## config.mk

```make
export PLATFORM = sky130hd
export DESIGN_NAME = tensor_index_offset_unit_flat
export DESIGN_NICKNAME = d
export VERILOG_FILES = /design/src/tio_pkg.sv /design/src/tio_channels.sv /design/src/tio_mul.sv /design/src/tensor_index_offset_unit.sv /design/src/flat_wrapper.sv
export VERILOG_INCLUDE_DIRS = /design/src /design/src/src
export SDC_FILE = /design/constraint.sdc
export NUM_CORES = 2
export LEC_CHECK = 0
export BUFFER_PORTS_ARGS = -buffer_cell sky130_fd_sc_hd__buf_2
export CAP_MARGIN = 20
export CORE_ASPECT_RATIO = 0.9
export CORE_MARGIN = 2
export CORE_UTILIZATION = 30
export DETAILED_ROUTE_END_ITERATION = 7
export SLEW_MARGIN = 10
export SYNTH_ARGS = -nofsm -noshare
export SYNTH_HDL_FRONTEND = slang
export SYNTH_SLANG_ARGS = --single-unit
```

## constraint.sdc

```tcl
create_clock -name clock -period 26.3 [get_ports clock]
set_input_delay 5.26 -clock clock [delete_from_list [all_inputs] [get_ports clock]]
set_output_delay 5.26 -clock clock [all_outputs]
set_load 0.05 [all_outputs]
```

## src/tensor_index_offset_unit_defines.svh

```systemverilog
// ----------------------------------------------------------------------------
// tensor index offset unit assertion macros
// concurrent assertion wrappers, empty when SYNTHESIS is defined
// ----------------------------------------------------------------------------
`ifndef TENSOR_INDEX_OFFSET_UNIT_DEFINES_SVH
`define TENSOR_INDEX_OFFSET_UNIT_DEFINES_SVH

`ifndef SYNTHESIS
// same-cycle implication
`define TIO_ASSERT_IMP(lbl, ante, cons, msg) \
   lbl: assert property (@(posedge clock) disable iff (reset) (ante) |-> (cons)) \
      else $error(msg);
// next-cycle implication
`define TIO_ASSERT_NXT(lbl, ante, cons, msg) \
   lbl: assert property (@(posedge clock) disable iff (reset) (ante) |=> (cons)) \
      else $error(msg);
`else
`define TIO_ASSERT_IMP(lbl, ante, cons, msg)
`define TIO_ASSERT_NXT(lbl, ante, cons, msg)
`endif

`endif

```

## src/tio_pkg.sv

```systemverilog
// ----------------------------------------------------------------------------
// tio_pkg
// widths and shared types of the tensor index offset unit
// ----------------------------------------------------------------------------
`default_nettype none

package tio_pkg;

   localparam int DATA_W = 64;
   localparam int MAG_W = DATA_W - 1;
   localparam int HALF_W = DATA_W / 2;
   localparam int ACC_W = 2 * DATA_W;
   localparam int TOTAL_DIV_LOG2 = 3;
   localparam int MUL_STEPS = 4;
   localparam int MUL_CNT_W = $clog2(MUL_STEPS + 1);

   typedef struct packed {
      logic             start;
      logic [MAG_W-1:0] a;
      logic [MAG_W-1:0] b;
      logic [MAG_W-1:0] addend;
   } tio_mul_cmd_type;

   typedef struct packed {
      logic             done;
      logic             overflow;
      logic [MAG_W-1:0] product;
   } tio_mul_res_type;

endpackage

`default_nettype wire

```

## src/tio_channels.sv

```systemverilog
// ----------------------------------------------------------------------------
// tio channels
// valid/ready channel interfaces for shape items and offset results
// ----------------------------------------------------------------------------
`default_nettype none

interface tio_req_if;
   import tio_pkg::*;

   logic                     valid;
   logic                     ready;
   logic signed [DATA_W-1:0] dim_size;
   logic signed [DATA_W-1:0] index_value;
   logic                     has_index;
   logic                     last_dim;

   modport source (output valid, dim_size, index_value, has_index, last_dim, input ready);
   modport sink (input valid, dim_size, index_value, has_index, last_dim, output ready);
endinterface

interface tio_rsp_if;
   import tio_pkg::*;

   logic             valid;
   logic             ready;
   logic             ok;
   logic [MAG_W-1:0] offset;
   logic [MAG_W-1:0] slice_count;

   modport source (output valid, ok, offset, slice_count, input ready);
   modport sink (input valid, ok, offset, slice_count, output ready);
endinterface

`default_nettype wire

```

## src/tio_mul.sv

```systemverilog
// ----------------------------------------------------------------------------
// tio_mul
// iterative 63x63 multiply-add with overflow flag, one 32x32 partial
// product per cycle into a 128-bit accumulator
// ----------------------------------------------------------------------------
`default_nettype none
`include "tensor_index_offset_unit_defines.svh"

module tio_mul (
   input  logic                     clock,
   input  logic                     reset,
   input  tio_pkg::tio_mul_cmd_type cmd,
   output tio_pkg::tio_mul_res_type res
);
   import tio_pkg::*;

   logic                 busy_ff, busy_in;
   logic                 done_ff, done_in;
   logic [MUL_CNT_W-1:0] count_ff, count_in;
   logic [MAG_W-1:0]     a_ff, a_in;
   logic [MAG_W-1:0]     b_ff, b_in;
   logic [ACC_W-1:0]     acc_ff, acc_in;
   logic [DATA_W-1:0]    pp_ff, pp_in;
   logic [1:0]           shift_ff, shift_in;
   logic [HALF_W-1:0]    a_half;
   logic [HALF_W-1:0]    b_half;
   logic [ACC_W-1:0]     acc_term;

   // partial product select
   always_comb begin
      a_half = count_ff[1] ? HALF_W'(a_ff[MAG_W-1:HALF_W]) : a_ff[HALF_W-1:0];
      b_half = count_ff[0] ? HALF_W'(b_ff[MAG_W-1:HALF_W]) : b_ff[HALF_W-1:0];
      pp_in = DATA_W'(a_half) * DATA_W'(b_half);
      shift_in = {1'b0, count_ff[0]} + {1'b0, count_ff[1]};
   end

   always_comb begin
      case (shift_ff)
         2'd0: acc_term = ACC_W'(pp_ff);
         2'd1: acc_term = ACC_W'(pp_ff) << HALF_W;
         2'd2: acc_term = ACC_W'(pp_ff) << (2 * HALF_W);
         default: acc_term = '0;
      endcase
   end

   always_comb begin
      busy_in = busy_ff;
      done_in = 1'b0;
      count_in = count_ff;
      a_in = a_ff;
      b_in = b_ff;
      acc_in = acc_ff;
      if (cmd.start) begin
         busy_in = 1'b1;
         count_in = '0;
         a_in = cmd.a;
         b_in = cmd.b;
         acc_in = ACC_W'(cmd.addend);
      end else if (busy_ff) begin
         if (count_ff != '0) begin
            acc_in = acc_ff + acc_term;
         end
         if (count_ff == MUL_CNT_W'(MUL_STEPS)) begin
            busy_in = 1'b0;
            done_in = 1'b1;
         end
         count_in = count_ff + 1'b1;
      end
   end

   always_ff @(posedge clock) begin
      if (reset) begin
         busy_ff <= 1'b0;
         done_ff <= 1'b0;
         count_ff <= '0;
      end else begin
         busy_ff <= busy_in;
         done_ff <= done_in;
         count_ff <= count_in;
      end
   end

   always_ff @(posedge clock) begin
      a_ff <= a_in;
      b_ff <= b_in;
      acc_ff <= acc_in;
      pp_ff <= pp_in;
      shift_ff <= shift_in;
   end

   assign res.done = done_ff;
   assign res.overflow = |acc_ff[ACC_W-1:MAG_W];
   assign res.product = acc_ff[MAG_W-1:0];

   `TIO_ASSERT_IMP(a_no_restart, cmd.start, !busy_ff, "multiply started while busy")
   `TIO_ASSERT_NXT(a_last_step_done, busy_ff && !cmd.start && count_ff == MUL_CNT_W'(MUL_STEPS),
      done_ff && !busy_ff, "multiply did not finish after last step")
   `TIO_ASSERT_IMP(a_done_after_busy, done_ff, $past(busy_ff), "done without a running multiply")

endmodule

`default_nettype wire

```

## src/tensor_index_offset_unit.sv

```systemverilog
// ----------------------------------------------------------------------------
// tensor_index_offset_unit
// row-major slice offset of a tensor shape given one dimension per item
//
//   channel  dir  payload                                       role
//   req_ch   in   dim_size, index_value, has_index, last_dim    shape items
//   rsp_ch   out  ok, offset, slice_count                        one per shape
//
// one item at a time, up to two multiplies per item on the shared tio_mul
// multiplier (32x32 partial products), plus a third on the last item before
// the result load
// skipped multiplies (zero dimension, failed shape) shorten an item
// synchronous reset; after reset the next item starts a new shape
// a pending transaction on rsp_ch holds only the last item's result load
// ----------------------------------------------------------------------------
`default_nettype none
`include "tensor_index_offset_unit_defines.svh"

module tensor_index_offset_unit (
   input  logic      clock,
   input  logic      reset,
   tio_req_if.sink   req_ch,
   tio_rsp_if.source rsp_ch
);
   import tio_pkg::*;

   typedef enum logic [7:0] {
      S_IDLE    = 8'b0000_0001,
      S_TOTAL   = 8'b0000_0010,
      S_TOTAL_W = 8'b0000_0100,
      S_PART    = 8'b0000_1000,
      S_PART_W  = 8'b0001_0000,
      S_FINAL   = 8'b0010_0000,
      S_FINAL_W = 8'b0100_0000,
      S_DONE    = 8'b1000_0000
   } state_type;

   state_type         state_ff, state_in;
   logic [DATA_W-1:0] dim_ff, dim_in;
   logic [DATA_W-1:0] idx_ff, idx_in;
   logic              has_idx_ff, has_idx_in;
   logic              last_ff, last_in;
   logic [MAG_W-1:0]  total_ff, total_in;
   logic [MAG_W-1:0]  offset_ff, offset_in;
   logic [MAG_W-1:0]  slice_ff, slice_in;
   logic              phase_ff, phase_in;
   logic              first_ff, first_in;
   logic              failed_ff, failed_in;
   logic              ok_ff, ok_in;
   logic [MAG_W-1:0]  off_res_ff, off_res_in;
   logic              rsp_valid_ff, rsp_valid_in;
   logic              rsp_ok_ff, rsp_ok_in;
   logic [MAG_W-1:0]  rsp_offset_ff, rsp_offset_in;
   logic [MAG_W-1:0]  rsp_slice_ff, rsp_slice_in;
   tio_mul_cmd_type   mul_cmd;
   tio_mul_res_type   mul_res;
   state_type         after_part;

   tio_mul u_mul (
      .clock (clock),
      .reset (reset),
      .cmd   (mul_cmd),
      .res   (mul_res)
   );

   assign after_part = last_ff ? S_FINAL : S_IDLE;

   always_comb begin
      state_in = state_ff;
      dim_in = dim_ff;
      idx_in = idx_ff;
      has_idx_in = has_idx_ff;
      last_in = last_ff;
      total_in = total_ff;
      offset_in = offset_ff;
      slice_in = slice_ff;
      phase_in = phase_ff;
      first_in = first_ff;
      failed_in = failed_ff;
      ok_in = ok_ff;
      off_res_in = off_res_ff;
      rsp_valid_in = rsp_valid_ff && !rsp_ch.ready;
      rsp_ok_in = rsp_ok_ff;
      rsp_offset_in = rsp_offset_ff;
      rsp_slice_in = rsp_slice_ff;
      mul_cmd.start = 1'b0;
      mul_cmd.a = total_ff;
      mul_cmd.b = dim_ff[MAG_W-1:0];
      mul_cmd.addend = '0;

      case (state_ff)
         S_IDLE: begin
            if (req_ch.valid) begin
               dim_in = $unsigned(req_ch.dim_size);
               idx_in = $unsigned(req_ch.index_value);
               has_idx_in = req_ch.has_index;
               last_in = req_ch.last_dim;
               first_in = 1'b0;
               failed_in = failed_ff || (first_ff && !req_ch.has_index)
                  || req_ch.dim_size[DATA_W-1];
               state_in = S_TOTAL;
            end
         end
         S_TOTAL: begin
            if (failed_ff) begin
               state_in = S_PART;
            end else if (dim_ff == '0) begin
               total_in = '0;
               state_in = S_PART;
            end else begin
               mul_cmd.start = 1'b1;
               state_in = S_TOTAL_W;
            end
         end
         S_TOTAL_W: begin
            if (mul_res.done) begin
               if (mul_res.overflow) begin
                  failed_in = 1'b1;
               end else begin
                  total_in = mul_res.product;
               end
               state_in = S_PART;
            end
         end
         S_PART: begin
            state_in = after_part;
            if (!failed_ff) begin
               if (has_idx_ff) begin
                  if (!phase_ff || idx_ff[DATA_W-1] || idx_ff >= dim_ff) begin
                     failed_in = 1'b1;
                  end else begin
                     mul_cmd.start = 1'b1;
                     mul_cmd.a = offset_ff;
                     mul_cmd.addend = idx_ff[MAG_W-1:0];
                     state_in = S_PART_W;
                  end
               end else begin
                  phase_in = 1'b0;
                  if (dim_ff == '0) begin
                     failed_in = 1'b1;
                  end else begin
                     mul_cmd.start = 1'b1;
                     mul_cmd.a = slice_ff;
                     state_in = S_PART_W;
                  end
               end
            end
         end
         S_PART_W: begin
            if (mul_res.done) begin
               if (mul_res.overflow) begin
                  failed_in = 1'b1;
               end else if (has_idx_ff) begin
                  offset_in = mul_res.product;
               end else begin
                  slice_in = mul_res.product;
               end
               state_in = after_part;
            end
         end
         S_FINAL: begin
            if (failed_ff || (total_ff[MAG_W-1:MAG_W-TOTAL_DIV_LOG2] != '0)
                  || slice_ff == '0) begin
               ok_in = 1'b0;
               state_in = S_DONE;
            end else begin
               mul_cmd.start = 1'b1;
               mul_cmd.a = offset_ff;
               mul_cmd.b = slice_ff;
               state_in = S_FINAL_W;
            end
         end
         S_FINAL_W: begin
            if (mul_res.done) begin
               ok_in = !mul_res.overflow && (mul_res.product < total_ff);
               off_res_in = mul_res.product;
               state_in = S_DONE;
            end
         end
         S_DONE: begin
            if (!rsp_valid_ff || rsp_ch.ready) begin
               rsp_valid_in = 1'b1;
               rsp_ok_in = ok_ff;
               rsp_offset_in = ok_ff ? off_res_ff : '0;
               rsp_slice_in = ok_ff ? slice_ff : '0;
               total_in = MAG_W'(1);
               offset_in = '0;
               slice_in = MAG_W'(1);
               phase_in = 1'b1;
               first_in = 1'b1;
               failed_in = 1'b0;
               state_in = S_IDLE;
            end
         end
         default: begin
            state_in = S_IDLE;
         end
      endcase
   end

   always_ff @(posedge clock) begin
      if (reset) begin
         state_ff <= S_IDLE;
         total_ff <= MAG_W'(1);
         offset_ff <= '0;
         slice_ff <= MAG_W'(1);
         phase_ff <= 1'b1;
         first_ff <= 1'b1;
         failed_ff <= 1'b0;
         rsp_valid_ff <= 1'b0;
      end else begin
         state_ff <= state_in;
         total_ff <= total_in;
         offset_ff <= offset_in;
         slice_ff <= slice_in;
         phase_ff <= phase_in;
         first_ff <= first_in;
         failed_ff <= failed_in;
         rsp_valid_ff <= rsp_valid_in;
      end
   end

   always_ff @(posedge clock) begin
      dim_ff <= dim_in;
      idx_ff <= idx_in;
      has_idx_ff <= has_idx_in;
      last_ff <= last_in;
      ok_ff <= ok_in;
      off_res_ff <= off_res_in;
      rsp_ok_ff <= rsp_ok_in;
      rsp_offset_ff <= rsp_offset_in;
      rsp_slice_ff <= rsp_slice_in;
   end

   assign req_ch.ready = (state_ff == S_IDLE);
   assign rsp_ch.valid = rsp_valid_ff;
   assign rsp_ch.ok = rsp_ok_ff;
   assign rsp_ch.offset = rsp_offset_ff;
   assign rsp_ch.slice_count = rsp_slice_ff;

   `TIO_ASSERT_IMP(a_done_in_wait, mul_res.done,
      state_ff == S_TOTAL_W || state_ff == S_PART_W || state_ff == S_FINAL_W,
      "multiply result outside a wait state")
   `TIO_ASSERT_NXT(a_load_resets_shape, state_ff == S_DONE && (!rsp_valid_ff || rsp_ch.ready),
      rsp_valid_ff && first_ff && !failed_ff && state_ff == S_IDLE,
      "result load did not restart the shape")
   `TIO_ASSERT_IMP(a_fail_zeroes, rsp_valid_ff && !rsp_ok_ff,
      rsp_offset_ff == '0 && rsp_slice_ff == '0, "failed result carries nonzero payload")

endmodule

`default_nettype wire
```

## src/flat_wrapper.sv

```systemverilog
// flat-port wrapper written by rule: the top's interface ports become plain ports
module tensor_index_offset_unit_flat import tio_pkg::*;
  (clock, reset, req_ch_valid, req_ch_dim_size, req_ch_index_value, req_ch_has_index, req_ch_last_dim, req_ch_ready, rsp_ch_valid, rsp_ch_ok, rsp_ch_offset, rsp_ch_slice_count, rsp_ch_ready);
  tio_req_if req_ch_i ();
  tio_rsp_if rsp_ch_i ();
  input  logic clock;
  input  logic reset;
  input wire logic [$bits(req_ch_i.valid)-1:0] req_ch_valid;
  input wire logic [$bits(req_ch_i.dim_size)-1:0] req_ch_dim_size;
  input wire logic [$bits(req_ch_i.index_value)-1:0] req_ch_index_value;
  input wire logic [$bits(req_ch_i.has_index)-1:0] req_ch_has_index;
  input wire logic [$bits(req_ch_i.last_dim)-1:0] req_ch_last_dim;
  output wire logic [$bits(req_ch_i.ready)-1:0] req_ch_ready;
  output wire logic [$bits(rsp_ch_i.valid)-1:0] rsp_ch_valid;
  output wire logic [$bits(rsp_ch_i.ok)-1:0] rsp_ch_ok;
  output wire logic [$bits(rsp_ch_i.offset)-1:0] rsp_ch_offset;
  output wire logic [$bits(rsp_ch_i.slice_count)-1:0] rsp_ch_slice_count;
  input wire logic [$bits(rsp_ch_i.ready)-1:0] rsp_ch_ready;
  assign req_ch_i.valid = req_ch_valid;
  assign req_ch_i.dim_size = req_ch_dim_size;
  assign req_ch_i.index_value = req_ch_index_value;
  assign req_ch_i.has_index = req_ch_has_index;
  assign req_ch_i.last_dim = req_ch_last_dim;
  assign req_ch_ready = req_ch_i.ready;
  assign rsp_ch_valid = rsp_ch_i.valid;
  assign rsp_ch_ok = rsp_ch_i.ok;
  assign rsp_ch_offset = rsp_ch_i.offset;
  assign rsp_ch_slice_count = rsp_ch_i.slice_count;
  assign rsp_ch_i.ready = rsp_ch_ready;
  tensor_index_offset_unit u_core (.clock(clock), .reset(reset), .req_ch(req_ch_i), .rsp_ch(rsp_ch_i));
endmodule
```

Word-level counts from Yosys, hierarchy flattened. Index checks and enable logic that the tools add are counted.

Add/subtract/negate cells: 3. $mul: 1. Div/mod/pow operators: 0. $lt $le $gt $ge: 2. Eq/ne operators: 27. Shift operators: 0. Multiplexer cells: 73. Bitwise gates (word level): 1. Reduce and logical (&&, ||, !) cells: 45.

Operators by type and width (number): 63-bit two-way mux (20); 128-bit one-hot mux with 3 select lines (1); 63-bit one-hot mux with 2 select lines (3); 64-bit two-way mux (4); 63-bit one-hot mux with 3 select lines (1); 128-bit adder (1); 127-bit two-way mux (1); 8-bit two-way mux (10); 65-bit OR reduction (1); 64-bit >= comparator (1); 64-bit logical NOT (1); 32-bit by 32-bit multiplier with 64-bit output (1); 32-bit two-way mux (2); 8-bit one-hot mux with 8 select lines (1); 63-bit logical NOT (1); 63-bit less-than comparator (1); 1-bit two-way mux (22); 2-bit inequality test, second input constant (10); 5-bit AND reduction (4); 2-bit by 1-bit inequality test with 1-bit output, second input constant (6); 2-bit nonzero test (6); 2-bit AND reduction (5); 3-bit nonzero test (3); 8-bit by 1-bit equality test with 1-bit output, second input constant (1); other kinds (28) (45).

Register bits after elaboration: 847. Latch bits: 0. Bits in writable memories: 0. ROM bits: 0. Bits of input ports: 134. Output and inout bits: 129. Memories kept: 0.

Logic depth before layout (Yosys ltp).
Depth in word-level cells: 9. Depth in mapped cells: 34.

By module. Synthesis repeated with hierarchy kept, for this count alone.

Cell total of the unflattened synthesis: 8386. Area total of the unflattened synthesis: 77389.2 um^2.

Modules (own cells, without submodules): tio_mul (times used 1, cells an instance 6033, area an instance 53277.3 um^2); tensor_index_offset_unit (times used 1, cells an instance 2353, area an instance 24111.9 um^2).

Least setup slack after synthesis. OpenSTA, ideal clock, no wires.

Kind: input to register. Start point: in rsp_ch_ready. End point: reg u_core.slice_ff[57]. Arrival time: 11.862 ns. Data required time: 26.229 ns. Setup slack: 14.368 ns. Stages: 7. Path buffers: 1. Path through: nor2b_1 > nor2_1 > a21o_1 > a21boi_1 > clkbuf_1 > nand3_1 > a21oi_1.

Longest elaborated chain between the ends: 3.

Ends and longest elaborated chain: from (decl) (RTL line flat_wrapper.sv:18) `input wire logic [$bits(rsp_ch_i.ready)-1:0] rsp_ch_ready;`; 1-bit logical OR (RTL line tensor_index_offset_unit.sv:181) `if (!rsp_valid_ff || rsp_ch.ready) begin`; 2-bit by 1-bit inequality test with 1-bit output (no line); 5-bit AND reduction (no line); to (signal assigned) (RTL line tensor_index_offset_unit.sv:215) `slice_ff <= slice_in;`; to (decl) (RTL line tensor_index_offset_unit.sv:45) `logic [MAG_W-1:0] slice_ff, slice_in;`.

Every way passes these cells. A chain may end at the register's enable or synchronous reset.

Worst setup path in the final report.
Start point: reg u_core.u_mul.count_ff[1]. End point: reg u_core.u_mul.pp_ff[60].

Longest elaborated chain between the ends: 2.

Ends and longest elaborated chain: from (decl) (RTL line tio_mul.sv:19) `logic [MUL_CNT_W-1:0] count_ff, count_in;`; from (signal assigned) (RTL line tio_mul.sv:79) `count_ff <= count_in;`; 32-bit two-way mux (RTL line tio_mul.sv:31) `a_half = count_ff[1] ? HALF_W'(a_ff[MAG_W-1:HALF_W]) : a_ff[HALF_W-1:0];`; 32-bit by 32-bit multiplier with 64-bit output (RTL line tio_mul.sv:33) `pp_in = DATA_W'(a_half) * DATA_W'(b_half);`; via u_core.u_mul.pp_in[60] (RTL line tio_mul.sv:23) `logic [DATA_W-1:0] pp_ff, pp_in;`; to (signal assigned) (RTL line tio_mul.sv:87) `pp_ff <= pp_in;`; to (decl) (RTL line tio_mul.sv:23).

The timed path passes the listed nets, and every way through them passes these cells.

==> flow_summary.yaml <==
logic_synthesis:
  synth_mux_area_frac: 0.0226
  yosysSeqAreaShare: 0.290
  synth_top_family_by_area: "adder cells"
  synth.cell_area_um2: 76100
  synth_xor_xnor_area_share: 0.0200
  synth_top_flop_cell: "edfxtp_1"
  synth-edff-count: 510
  syn_inst: 8139
  synth_cell_type_count: 88
  synth_adder_area_share: 0.321
  synth_compound_area_frac: 0.121
  async_reset_ff_frac: 0
  synth_fp_nets: 9688
  yosys_warnings: 0
  postSynthAreaPerCell_um2: 9.35
  ys_ff_latch: 847
  synthSimpleGateAreaFrac: 0.151
place:
  dp_hpwl_um: 240000
  placed_cells: 11500
  postPlaceCellArea_um2: 81500
  numPortBuffers: 262
  gp_congestion: 1.05
critical_path:
  critPathBufInv: 5
  crit_arrival_ps: 10500
  cp.required_ps: 26950
  worst_path_max_delay_cell: "mux2i_4"
  max_stage_delay_ps: 910
  cpMostUsedCell: "fa_1"
  r2r-start: "u_core.u_mul.count_ff[1]"
  rr_endpoint: "u_core.u_mul.pp_ff[60]"
  ff2ff_setup_slack_ps: 16450
  worstSetupStartpointType: "register"
  setup.worst_path.class: "register to register"
  path_delay_family: "adder cells"
  crit_fanout: 39
  reg2regPathDepth: 28
  end_kind: "register"
die:
  initial_core_util: 0.301
  die_y_um: 482
  row_count: 175
  core_um2: 252000
  io_pins: 263
  dieWidth_um: 535
  fp.dieArea_um2: 258000
layout:
  post-route-util: 0.335
  nets: 9755
  stdcell_count: 11700
  fin_area_um2: 84500
  seqCellArea_um2: 22100
  fillers: 25800
  syn2layout_area_growth_pct: 11.1
  drive_gt1_frac: 0.0974
  multi_input_area_um2: 48700
route:
  drc: 0
  vias_per_cell: 5.43
  first_pass_iters: 7
  wl_per_cell_um: 26.2
  drt_wl_total_um: 306000
  drt_iter0_markers: 8183
  via_count: 63300
  ant_nets: 0
timing:
  max_freq_mhz: 102
  rsz0062_at_grt: "no"
  fin_crit_ps: 9850
  setup_viol: 0
  fin_skew_ps: 31.8
  period_share: 0.374
  setup_tns_ps: 0
  tightestPinTransition_ps: 1180
  relSlewSlack: 0.203
  hold_viol: 0
  slew_violations: 0
global_routing:
  grt_start_max_net_pins: 91
  grt_pass1_vias: 62200
  overflow: 0
  grt_pass1_wl_um: 440000
  antenna_found_initial: 28
  grt.total_usage: 0.234
cts:
  clock_latency_ps: 730
  post-cts-setup-buffers: 0
  cts_tree: "yes"
  clk_path_buf_depth: 3
  root_buffer: "clkbuf_16"
  cts_max_level: 3
  cts_inserted_buffers: 87
  numClockSinks: 847
  clk_pin_slew_worst_paths_ps: 70
  ctsResizeCount: 0
  hold_buffers: 0
min_path:
  hold_depth: 2
  holdPathEnd: "u_core.total_ff[45]"
  min_path_type: "register to register"
  min_from: "u_core.total_ff[45]"
flow_run:
  maxCapViolations: 0
status:
  status: "completed"
cell usage in the layout (no fill, tap or decap), types with 62 or more instances in the layout:
cell type     n
clkbuf_16    88
ha_1        518
a22oi_1      62
a21o_1      170
edfxtp_1    510
mux2_2       63
nand2_1    1047
nand4_1      96
buf_4       158
buf_2       261
o21ai_0     321
and2_1      206
xor2_1       67
dfxtp_1     334
inv_1      1047
fa_1        897
a21oi_1     509
xnor2_1     107
nor2_1      760
nand3_1     241
worst min-delay path, stage by stage, from the launching register on:
cell     delay [ps]
dfxtp_1         320
nand2_1          50
a21oi_1          50
final cells by class:
class / instances / share of cell area
multi-input combinational: 5799 / 0.576
sequential: 847 / 0.261
tap: 3363 / 0.0498
inverter: 1049 / 0.0466
timing repair buffer: 422 / 0.0300
clock buffer: 103 / 0.0271
clock inverter: 59 / 0.00876
antenna: 8 / 0.000237
cells in the mapped netlist, drive strengths merged, types with 8 or more instances:
cell type	count	area, um2
a2111oi	9	98.9
a211oi	21	158
a21boi	17	128
a21o	170	1280
a21oi	515	2600
a221o	8	80.1
a22o	41	359
a22oi	63	473
a31oi	19	140
and2	208	1300
and3	27	169
buf	45	210
clkbuf	399	1500
dfxtp	337	6750
edfxtp	510	15300
fa	897	18000
ha	518	6480
inv	1049	3940
mux2	63	709
mux2i	101	1010
nand2	1049	3940
nand2b	26	163
nand3	241	1210
nand4	96	601
nor2	763	2860
nor2b	32	200
nor3	52	260
nor4	62	388
o211ai	19	148
o21a	29	218
o21ai	338	1700
o21bai	44	330
o221a	61	687
o31ai	17	153
or2	11	68.8
or3	12	80.1
xnor2	107	937
xor2	67	587
metrics by stage:
| step | hold slack [ps] | worst slack [ps] |
|---|---|---|
| floorplan | 424 | 14370 |
| global placement | 450 | 16570 |
| detailed placement | 452 | 16580 |
| CTS | 463 | 16560 |
| global route | 485 | 16160 |
| finish | 465 | 16450 |
sequential cells by signal, summed over array words and instances (netlist names), 64 cells and up:
register,cells
u_core.u_mul.acc_ff,128
u_core.dim_ff,64
u_core.idx_ff,64
u_core.u_mul.pp_ff,64
routing by layer:
metal	share of wire	vias to the layer above	routed length, um	GRT usage
met4	0.044	18	13300	0.0855
met3	0.12	571	37500	0.0684
met5	0.00044	-	133	0
li1	-	27100	-	-
met1	0.42	31900	128000	0.328
met2	0.41	3658	126000	0.338
cell families after synthesis:
group / after synthesis
mux: 164
buf+inv: 1493
fa+ha+maj: 1415
simple gates: 2608
flops: 847
compound gates: 1438
xor+xnor: 174
worst max-delay path by stage:
stage                                   from                endpoint  slack [ps]  cells after the start
global route        u_core.u_mul.count_ff[1]  u_core.u_mul.pp_ff[60]       16160                     26
floorplan                       rsp_ch_ready     u_core.slice_ff[57]       14370                      7
detailed placement  u_core.u_mul.count_ff[1]  u_core.u_mul.pp_ff[60]       16580                     28
global placement    u_core.u_mul.count_ff[1]  u_core.u_mul.pp_ff[59]       16570                     27
finish              u_core.u_mul.count_ff[1]  u_core.u_mul.pp_ff[60]       16450                     28
CTS                 u_core.u_mul.count_ff[1]  u_core.u_mul.pp_ff[60]       16560                     28
Power is not shown: default switching activity piles up to over one toggle a cycle in this logic, so the estimate is an artifact.
